--- config.mk ---
export PLATFORM = sky130hd
export DESIGN_NAME = task_ring_with_half_spill_unit
export DESIGN_NICKNAME = d
export VERILOG_FILES = /design/src/hdl/trh_pkg.sv /design/src/hdl/trh_dpath.sv /design/src/hdl/trh_ctrl.sv /design/src/hdl/task_ring_with_half_spill_unit.sv
export SDC_FILE = /design/constraint.sdc
export NUM_CORES = 2
export LEC_CHECK = 0
export BUFFER_PORTS_ARGS = -buffer_cell sky130_fd_sc_hd__buf_2
export CELL_PAD_IN_SITES_DETAIL_PLACEMENT = 0
export CELL_PAD_IN_SITES_GLOBAL_PLACEMENT = 1
export CORE_ASPECT_RATIO = 1.75
export CORE_MARGIN = 8
export CORE_UTILIZATION = 45
export DETAILED_ROUTE_END_ITERATION = 16
export PLACE_DENSITY_LB_ADDON = 0.1
export SLEW_MARGIN = 25
export SYNTH_ARGS = -nofsm -noshare
export SYNTH_HDL_FRONTEND = slang
export SYNTH_SLANG_ARGS = --single-unit
--- constraint.sdc ---
create_clock -name clk -period 7.2 [get_ports clk]
set_clock_uncertainty 0.05 [all_clocks]
set_input_delay 1.08 -clock clk [delete_from_list [all_inputs] [get_ports clk]]
set_output_delay 1.08 -clock clk [all_outputs]
set_load 0.02 [all_outputs]
--- src/hdl/trh_pkg.sv ---
// ----------------------------------------------------------------------------
// trh_pkg
// Shared constants, codes, pointer helpers and the control/status bundles
// of the task ring with half spill.
// ----------------------------------------------------------------------------
package trh_pkg;

  // Ring geometry and task width
  localparam int RING_DEPTH  = 32;
  localparam int TASK_BITS   = 64;
  localparam int IDX_W       = (RING_DEPTH > 1) ? $clog2(RING_DEPTH) : 1;
  localparam int PTR_W       = $clog2(2 * RING_DEPTH);
  localparam int PTR_MOD     = 2 * RING_DEPTH;

  // Port field widths
  localparam int OP_W        = 2;
  localparam int ST_W        = 3;
  localparam int TASK_PORT_W = 64;
  localparam int DATA_W      = 72;
  localparam int OUT_PAD_W   = DATA_W - ST_W - TASK_PORT_W;

  typedef logic [PTR_W-1:0]     ptr_t;
  typedef logic [IDX_W-1:0]     idx_t;
  typedef logic [TASK_BITS-1:0] task_t;
  typedef logic [OP_W-1:0]      op_code_t;
  typedef logic [ST_W-1:0]      status_t;

  localparam ptr_t PTR_ONE  = PTR_W'(1);
  localparam ptr_t PTR_HALF = PTR_W'(RING_DEPTH / 2);

  // Operation codes
  localparam op_code_t OP_PUSH   = 2'd0;
  localparam op_code_t OP_POP    = 2'd1;
  localparam op_code_t OP_REFILL = 2'd2;

  // Result status codes
  localparam status_t STS_PUSHED       = 3'd0;
  localparam status_t STS_PUSHED_SPILL = 3'd1;
  localparam status_t STS_POPPED       = 3'd2;
  localparam status_t STS_POP_EMPTY    = 3'd3;
  localparam status_t STS_SPILLED      = 3'd4;
  localparam status_t STS_REFILL_OK    = 3'd5;
  localparam status_t STS_REFILL_FULL  = 3'd6;

  typedef enum logic [2:0] {
    S_IDLE,
    S_EXEC,
    S_POP_RD,
    S_SPILL_RD,
    S_SPILL_LD,
    S_SPILL_WAIT,
    S_SPILL_PUSH,
    S_OUT_WAIT
  } state_t;

  // Controller to datapath
  typedef struct packed {
    logic    cap;          // latch the incoming transaction
    logic    mem_wr;       // store the task at tail, advance tail
    logic    rd_head;      // read the slot at head
    logic    rd_spill;     // read the slot at the spill pointer, advance it
    logic    sp_init;      // spill pointer to head plus half
    logic    tail_rewind;  // tail back to head plus half
    logic    head_inc;     // advance head
    logic    out_load;     // load the result register
    logic    out_from_mem; // result task from read data, else zero
    logic    out_last;
    status_t out_status;
  } ctrl_cmd_t;

  // Datapath to controller
  typedef struct packed {
    op_code_t op;
    logic     full;
    logic     empty;
    logic     spill_end;
    logic     out_taken;
  } dp_sts_t;

  // Add modulo twice the depth
  function automatic ptr_t ptr_add(ptr_t p, ptr_t n);
    logic [PTR_W:0] s;
    s = {1'b0, p} + {1'b0, n};
    if (s >= (PTR_W+1)'(PTR_MOD)) begin
      s = s - (PTR_W+1)'(PTR_MOD);
    end
    return s[PTR_W-1:0];
  endfunction

  // Slot index of a pointer
  function automatic idx_t ptr_slot(ptr_t p);
    ptr_t s;
    if (p >= PTR_W'(RING_DEPTH)) begin
      s = p - PTR_W'(RING_DEPTH);
    end else begin
      s = p;
    end
    return s[IDX_W-1:0];
  endfunction

  // Number of tasks held between head and tail
  function automatic ptr_t ring_count(ptr_t t, ptr_t h);
    logic [PTR_W:0] c;
    if (t >= h) begin
      c = {1'b0, t} - {1'b0, h};
    end else begin
      c = {1'b0, t} + (PTR_W+1)'(PTR_MOD) - {1'b0, h};
    end
    return c[PTR_W-1:0];
  endfunction

endpackage

--- src/hdl/trh_dpath.sv ---
// ----------------------------------------------------------------------------
// trh_dpath
// Ring storage, head/tail/spill pointers, captured transaction and the
// result register.
// ----------------------------------------------------------------------------
module trh_dpath (
  input  logic                            clk,
  input  logic                            rst_n,
  input  trh_pkg::ctrl_cmd_t              cmd,
  output trh_pkg::dp_sts_t                sts,
  input  trh_pkg::op_code_t               in_op,
  input  trh_pkg::task_t                  in_task,
  input  logic                            out_ready,
  output logic                            out_valid,
  output trh_pkg::status_t                out_status,
  output logic [trh_pkg::TASK_PORT_W-1:0] out_task,
  output logic                            out_last
);

  trh_pkg::task_t task_mem [trh_pkg::RING_DEPTH];

  trh_pkg::ptr_t     head_r, head_nxt;
  trh_pkg::ptr_t     tail_r, tail_nxt;
  trh_pkg::ptr_t     sp_r, sp_nxt;
  trh_pkg::op_code_t op_r;
  trh_pkg::task_t    task_r;
  trh_pkg::task_t    rdata_r;
  trh_pkg::idx_t     rd_addr;
  trh_pkg::ptr_t     count;
  logic              full;

  logic                            out_valid_r, out_valid_nxt;
  trh_pkg::status_t                out_status_r;
  logic [trh_pkg::TASK_PORT_W-1:0] out_task_r;
  logic                            out_last_r;

  assign count = trh_pkg::ring_count(tail_r, head_r);
  assign full  = (count >= trh_pkg::PTR_W'(trh_pkg::RING_DEPTH));

  assign sts.op        = op_r;
  assign sts.full      = full;
  assign sts.empty     = (tail_r == head_r);
  assign sts.spill_end = (sp_r == tail_r);
  assign sts.out_taken = out_valid_r & out_ready;

  always_comb begin
    head_nxt = head_r;
    tail_nxt = tail_r;
    sp_nxt   = sp_r;
    if (cmd.head_inc) begin
      head_nxt = trh_pkg::ptr_add(head_r, trh_pkg::PTR_ONE);
    end
    if (cmd.tail_rewind) begin
      tail_nxt = trh_pkg::ptr_add(head_r, trh_pkg::PTR_HALF);
    end else if (cmd.mem_wr) begin
      tail_nxt = trh_pkg::ptr_add(tail_r, trh_pkg::PTR_ONE);
    end
    if (cmd.sp_init) begin
      sp_nxt = trh_pkg::ptr_add(head_r, trh_pkg::PTR_HALF);
    end else if (cmd.rd_spill) begin
      sp_nxt = trh_pkg::ptr_add(sp_r, trh_pkg::PTR_ONE);
    end
  end

  always_ff @(posedge clk) begin
    if (!rst_n) begin
      head_r <= '0;
      tail_r <= '0;
    end else begin
      head_r <= head_nxt;
      tail_r <= tail_nxt;
    end
  end

  always_ff @(posedge clk) begin
    sp_r <= sp_nxt;
    if (cmd.cap) begin
      op_r   <= in_op;
      task_r <= in_task;
    end
  end

  // Ring memory: one write port at tail, one registered read port
  assign rd_addr = cmd.rd_head ? trh_pkg::ptr_slot(head_r) : trh_pkg::ptr_slot(sp_r);

  always_ff @(posedge clk) begin
    if (cmd.mem_wr) begin
      task_mem[trh_pkg::ptr_slot(tail_r)] <= task_r;
    end
    if (cmd.rd_head || cmd.rd_spill) begin
      rdata_r <= task_mem[rd_addr];
    end
  end

  // Result register
  always_comb begin
    out_valid_nxt = out_valid_r;
    if (cmd.out_load) begin
      out_valid_nxt = 1'b1;
    end else if (out_ready) begin
      out_valid_nxt = 1'b0;
    end
  end

  always_ff @(posedge clk) begin
    if (!rst_n) begin
      out_valid_r <= 1'b0;
    end else begin
      out_valid_r <= out_valid_nxt;
    end
  end

  always_ff @(posedge clk) begin
    if (cmd.out_load) begin
      out_status_r <= cmd.out_status;
      out_task_r   <= cmd.out_from_mem ? trh_pkg::TASK_PORT_W'(rdata_r) : '0;
      out_last_r   <= cmd.out_last;
    end
  end

  assign out_valid  = out_valid_r;
  assign out_status = out_status_r;
  assign out_task   = out_task_r;
  assign out_last   = out_last_r;

  a_no_write_when_full: assert property (@(posedge clk) disable iff (!rst_n)
    cmd.mem_wr |-> !full)
    else $error("ring write while full");

  a_no_pop_when_empty: assert property (@(posedge clk) disable iff (!rst_n)
    cmd.head_inc |-> (tail_r != head_r))
    else $error("head advanced on empty ring");

  a_no_result_overwrite: assert property (@(posedge clk) disable iff (!rst_n)
    cmd.out_load |-> !out_valid_r)
    else $error("result register loaded while still holding a result");

  a_rewind_to_half: assert property (@(posedge clk) disable iff (!rst_n)
    cmd.tail_rewind |=> (trh_pkg::ring_count(tail_r, head_r) == trh_pkg::PTR_HALF))
    else $error("tail rewind left a wrong task count");

endmodule

--- src/hdl/trh_ctrl.sv ---
// ----------------------------------------------------------------------------
// trh_ctrl
// Sequencer for push, pop, refill and the half spill run.
// ----------------------------------------------------------------------------
module trh_ctrl (
  input  logic               clk,
  input  logic               rst_n,
  input  logic               in_valid,
  output logic               in_ready,
  input  trh_pkg::dp_sts_t   sts,
  output trh_pkg::ctrl_cmd_t cmd
);

  trh_pkg::state_t state_r, state_nxt;

  always_ff @(posedge clk) begin
    if (!rst_n) begin
      state_r <= trh_pkg::S_IDLE;
    end else begin
      state_r <= state_nxt;
    end
  end

  // Next state
  always_comb begin
    state_nxt = state_r;
    unique case (state_r)
      trh_pkg::S_IDLE: begin
        if (in_valid) begin
          state_nxt = trh_pkg::S_EXEC;
        end
      end
      trh_pkg::S_EXEC: begin
        case (sts.op)
          trh_pkg::OP_PUSH: begin
            state_nxt = sts.full ? trh_pkg::S_SPILL_RD : trh_pkg::S_OUT_WAIT;
          end
          trh_pkg::OP_POP: begin
            state_nxt = sts.empty ? trh_pkg::S_OUT_WAIT : trh_pkg::S_POP_RD;
          end
          trh_pkg::OP_REFILL: begin
            state_nxt = trh_pkg::S_OUT_WAIT;
          end
          default: begin
            state_nxt = trh_pkg::S_IDLE;
          end
        endcase
      end
      trh_pkg::S_POP_RD: begin
        state_nxt = trh_pkg::S_OUT_WAIT;
      end
      trh_pkg::S_SPILL_RD: begin
        state_nxt = sts.spill_end ? trh_pkg::S_SPILL_PUSH : trh_pkg::S_SPILL_LD;
      end
      trh_pkg::S_SPILL_LD: begin
        state_nxt = trh_pkg::S_SPILL_WAIT;
      end
      trh_pkg::S_SPILL_WAIT: begin
        if (sts.out_taken) begin
          state_nxt = trh_pkg::S_SPILL_RD;
        end
      end
      trh_pkg::S_SPILL_PUSH: begin
        state_nxt = trh_pkg::S_OUT_WAIT;
      end
      trh_pkg::S_OUT_WAIT: begin
        if (sts.out_taken) begin
          state_nxt = trh_pkg::S_IDLE;
        end
      end
      default: begin
        state_nxt = trh_pkg::S_IDLE;
      end
    endcase
  end

  // Outputs
  always_comb begin
    cmd      = '0;
    in_ready = 1'b0;
    unique case (state_r)
      trh_pkg::S_IDLE: begin
        in_ready = 1'b1;
        cmd.cap  = in_valid;
      end
      trh_pkg::S_EXEC: begin
        case (sts.op)
          trh_pkg::OP_PUSH: begin
            if (sts.full) begin
              cmd.sp_init = 1'b1;
            end else begin
              cmd.mem_wr     = 1'b1;
              cmd.out_load   = 1'b1;
              cmd.out_last   = 1'b1;
              cmd.out_status = trh_pkg::STS_PUSHED;
            end
          end
          trh_pkg::OP_POP: begin
            if (sts.empty) begin
              cmd.out_load   = 1'b1;
              cmd.out_last   = 1'b1;
              cmd.out_status = trh_pkg::STS_POP_EMPTY;
            end else begin
              cmd.rd_head = 1'b1;
            end
          end
          trh_pkg::OP_REFILL: begin
            cmd.out_load = 1'b1;
            cmd.out_last = 1'b1;
            if (sts.full) begin
              cmd.out_status = trh_pkg::STS_REFILL_FULL;
            end else begin
              cmd.mem_wr     = 1'b1;
              cmd.out_status = trh_pkg::STS_REFILL_OK;
            end
          end
          default: begin
            // spare op code: drop the transaction
          end
        endcase
      end
      trh_pkg::S_POP_RD: begin
        cmd.head_inc     = 1'b1;
        cmd.out_load     = 1'b1;
        cmd.out_from_mem = 1'b1;
        cmd.out_last     = 1'b1;
        cmd.out_status   = trh_pkg::STS_POPPED;
      end
      trh_pkg::S_SPILL_RD: begin
        if (sts.spill_end) begin
          cmd.tail_rewind = 1'b1;
        end else begin
          cmd.rd_spill = 1'b1;
        end
      end
      trh_pkg::S_SPILL_LD: begin
        cmd.out_load     = 1'b1;
        cmd.out_from_mem = 1'b1;
        cmd.out_status   = trh_pkg::STS_SPILLED;
      end
      trh_pkg::S_SPILL_WAIT: begin
      end
      trh_pkg::S_SPILL_PUSH: begin
        cmd.mem_wr     = 1'b1;
        cmd.out_load   = 1'b1;
        cmd.out_last   = 1'b1;
        cmd.out_status = trh_pkg::STS_PUSHED_SPILL;
      end
      trh_pkg::S_OUT_WAIT: begin
      end
      default: begin
      end
    endcase
  end

  a_idle_output_empty: assert property (@(posedge clk) disable iff (!rst_n)
    (state_r == trh_pkg::S_IDLE) |-> !sts.out_taken)
    else $error("result still pending while idle");

  a_spill_only_from_full: assert property (@(posedge clk) disable iff (!rst_n)
    cmd.sp_init |-> sts.full)
    else $error("spill started on a ring that is not full");

  a_exec_after_capture: assert property (@(posedge clk) disable iff (!rst_n)
    (state_r == trh_pkg::S_EXEC) |-> $past(cmd.cap))
    else $error("execute without a captured transaction");

endmodule

--- src/hdl/task_ring_with_half_spill_unit.sv ---
// ----------------------------------------------------------------------------
// task_ring_with_half_spill_unit
// Local task ring with push, pop, refill and half spill on overflow.
// ----------------------------------------------------------------------------
// Usage:
//   One input stream carries transactions {task_in, op}; one result stream
//   carries {task_out, status} with tlast marking the final result of each
//   transaction. Every op gives exactly one result except a push into a full
//   ring, which first gives RING_DEPTH - RING_DEPTH/2 spilled tasks (oldest
//   first, tlast low), then the push result with tlast high. Op code 3 is
//   dropped with no result.
//   Timing: the unit handles one transaction at a time. After acceptance a
//   push, refill or empty pop loads its result in the execute state, a pop
//   in the state after it (registered ring read). Each spilled task is read,
//   loaded into the result register, then held on the result bus until the
//   receiver takes it, so any receiver stall lengthens the spill. The next
//   transaction is accepted the cycle after the final result is taken, so
//   no new transaction is taken while a result of the last one is pending.
//   Reset empties the ring (head and tail to zero) and clears the result
//   valid flag. When the receiver stalls, the result register holds its
//   transaction and no new input is taken.
// ----------------------------------------------------------------------------
module task_ring_with_half_spill_unit (
  input  logic                       clk,
  input  logic                       rst_n,
  input  logic                       in_tvalid,
  output logic                       in_tready,
  input  logic [trh_pkg::DATA_W-1:0] in_tdata,   // [1:0] op, [65:2] task_in
  output logic                       out_tvalid,
  input  logic                       out_tready,
  output logic [trh_pkg::DATA_W-1:0] out_tdata,  // [2:0] status, [66:3] task_out
  output logic                       out_tlast
);

  trh_pkg::ctrl_cmd_t              cmd;
  trh_pkg::dp_sts_t                sts;
  trh_pkg::op_code_t               in_op;
  trh_pkg::task_t                  in_task;
  trh_pkg::status_t                out_status;
  logic [trh_pkg::TASK_PORT_W-1:0] out_task;

  assign in_op   = in_tdata[trh_pkg::OP_W-1:0];
  assign in_task = in_tdata[trh_pkg::OP_W +: trh_pkg::TASK_BITS];

  trh_ctrl u_ctrl (
    .clk      (clk),
    .rst_n    (rst_n),
    .in_valid (in_tvalid),
    .in_ready (in_tready),
    .sts      (sts),
    .cmd      (cmd)
  );

  trh_dpath u_dpath (
    .clk        (clk),
    .rst_n      (rst_n),
    .cmd        (cmd),
    .sts        (sts),
    .in_op      (in_op),
    .in_task    (in_task),
    .out_ready  (out_tready),
    .out_valid  (out_tvalid),
    .out_status (out_status),
    .out_task   (out_task),
    .out_last   (out_tlast)
  );

  assign out_tdata = {{trh_pkg::OUT_PAD_W{1'b0}}, out_task, out_status};

endmodule

==> results_dict.tcl <==
set metrics [dict create \
    status "finished, final reports clean" \
    criticalPathCategory "reg -> reg" \
    clk_pin_slew_ns 0.07 \
    io_pins 151 \
    drv_cap 0 \
    cts_made_buffers 208 \
    syn_area_um2 88500 \
    fp.dieArea_um2 212000 \
    arrival_ns 5.30 \
    first_pass_iters 7 \
    multi_input_area_um2 19500 \
    io_buffers 139 \
    async_flop_share_pct 0 \
    final_common_cell "edfxtp_1" \
    maxSlewHeadroom_pct 28.5 \
    ys_ff_latch 2268 \
    core_area_um2 196000 \
    grt.overflow.total 0 \
    hold_class "in -> reg" \
    grt_pass1_vias 45741 \
    wl_per_cell_um 29.6 \
    maxSlewViolCount 0 \
    ir_drop_mv 0.290 \
    cts_resized 0 \
    fillers 16180 \
    yosys_most_used_dff "edfxtp_1" \
    finalPower_mw 33.3 \
    synth_top_family_by_area "multiplexers" \
    synthAdderAreaFrac_pct 0.156 \
    cts_tree "done" \
    track_usage_pct 22.0 \
    die_h_um 603 \
    p_leak_nw 35.9 \
    start_util_pct 45.2 \
    final_antenna_net_count 0 \
    final_cell_mix "edfxtp_1 (2252), mux2i_1 (1148), nand2_1 (529)" \
    gp_congestion 0.739 \
    netlist_top_cells_area "edfxtp_1 (76%), mux2i_1 (13%), nand2_1 (2.2%)" \
    synth-edff-count 2252 \
    grt_max_degree 156 \
    drc 0 \
    synth_xor_area_share_pct 0.178 \
    final-seq-area_um2 67900 \
    tightest_slew_ns 1.07 \
    post_cts_buffers 0 \
    cp-start-kind "register" \
    worstSetupEndpointType "register" \
    synth-simple-area-share_pct 5.36 \
    place_hpwl_mm 120 \
    fmax_mhz 204 \
    num-nets-final 5391 \
    synth.area.mux_share_pct 13.0 \
    postCtsHoldBufs 0 \
    yosysTopAreaCellShare_pct 76.4 \
    cp.required_ns 7.59 \
    setup_viol 0 \
    synth_largest_area_cell "edfxtp_1" \
    vias 45871 \
    antenna_found_initial 8 \
    hold_violations 0 \
    tns_ns 0 \
    synth_compound_gate_area_share_pct 2.89 \
    syn-instance-count 5108 \
    die_w_um 351 \
    cp_max_fo 22 \
    htreeDepth 4 \
    synth-seq-area-share_pct 76.8 \
    drt_first_iter_violations 3816 \
    fin_crit_sh_pct 68.2 \
    grt_pass1_wl_mm 335 \
    cellPowerDensity_nw_per_um2 335 \
    syn_area_per_cell_um2 17.3 \
    ctsLongestPathBuffers 4 \
    rows 215 \
    fin_crit_ns 4.91 \
    clock_latency_ns 0.84 \
    synthDistinctLibCells 65 \
    rsz0062_at_grt "false" \
    viasPerCell 5.69 \
    drive_gt1_share_pct 11.3 \
    cts.sinks 2268 \
    area_growth_pct 12.3 \
    routed_wirelength_mm 239 \
    ys_warn_count 0 \
    clock-root-buffer "clkbuf_16" \
]
registers in the layout, indices dropped and copies added, names as in the netlist:
register	cells
u_dpath.out_last	1
u_dpath.op_r	2
u_dpath.out_task	64
u_dpath.task_mem	2048
u_dpath.task_r	64
u_ctrl.state_r	3
u_dpath.rdata_r	64
u_dpath.tail_r	6
u_dpath.head_r	6
u_dpath.out_valid	1
u_dpath.sp_r	6
u_dpath.out_status	3
path summary, 6_finish.rpt:
path / startpoint / to / slack [ns] / cells past startpoint
setup / recovery: u_dpath.head_r[4] / u_dpath.task_mem[1][59] / 2.29 / 10
hold / removal: in_tdata[4] / u_dpath.task_r[2] / 0.36 / 1
setup reg to reg: u_dpath.head_r[4] / u_dpath.task_mem[1][59] / 2.29 / 10
hold reg to reg: u_dpath.rdata_r[56] / u_dpath.out_task[56] / 0.46 / 1
worst max-delay path: stages (launching register included):
cell and delay (ns):
dfxtp_1 0.51, inv_1 0.12, ha_1 0.39, and2_1 0.20, o21ai_0 0.14, o31ai_1 0.13, a2111oi_2 0.57, or2_2 0.30
nand2_1 0.50, nor2_4 0.95, buf_4 0.62
per-stage QoR:
stage | cells | worst slack, ns | util [%] | hold slack [ns] | area [um2]
3_3_place_gp | 7688 | 2.30 | 47.4 | 0.453 | 92800
5_1_grt | 8067 | 2.12 | 50.7 | 0.316 | 99400
4_1_cts | 8060 | 2.28 | 50.7 | 0.290 | 99300
6_report | 8067 | 2.29 | 50.7 | 0.361 | 99400
3_5_place_dp | 7692 | 2.36 | 47.4 | 0.451 | 92900
2_1_floorplan | 5112 | 1.67 | - | 0.447 | 88500
logic make-up after synthesis:
kind of cell    count (synthesis)
other cells                     1
simple gates                 1040
compound gates                320
fa+ha+maj                      11
xor+xnor                       18
flops                        2268
buf+inv                       301
mux                          1149
power by group:
group	switching [mW]	internal, mW
registers	0.686	15.8
clock network	4.74	5.88
logic	4.04	2.17
layout make-up:
type                            count  area share (%)
Antenna cell                        1         0.00252
Clock buffer                      246            5.49
Clock inverter                    122           0.941
Inverter                           12          0.0453
Multi-Input combinational cell   2543            19.6
Sequential cell                  2268            68.4
Tap cell                         2604            3.28
Timing Repair Buffer              271            2.28
cell usage after synthesis, drive strengths merged (2+ instances only):
master	n
buf	203
xnor2	13
and4	2
nand3b	2
a211oi	5
nor4	3
o211ai	2
o2111a	5
o21a	4
ha	11
a21oi	16
edfxtp	2252
xor2	5
and3	3
or3	2
a22oi	126
a32oi	127
inv	12
nand3	265
nand4	71
nor3	15
nor2	60
nor2b	6
o21ai	13
dfxtp	16
nand2	531
o22ai	3
mux2i	1148
and2	68
clkbuf	86
a2111oi	5
o2111ai	3
nand2b	6
or3b	2
per-layer routing:
| metal | up-vias | GRT usage (%) | share of wire (%) |
|---|---|---|---|
| li1 | 20320 | - | - |
| met1 | 24028 | 28.3 | 41 |
| met2 | 1187 | 39.8 | 52 |
| met3 | 336 | 2.22 | 4.3 |
| met4 | 0 | 5.61 | 2.5 |
| met5 | - | 0 | 0 |
(Power assumes the default switching activity.)
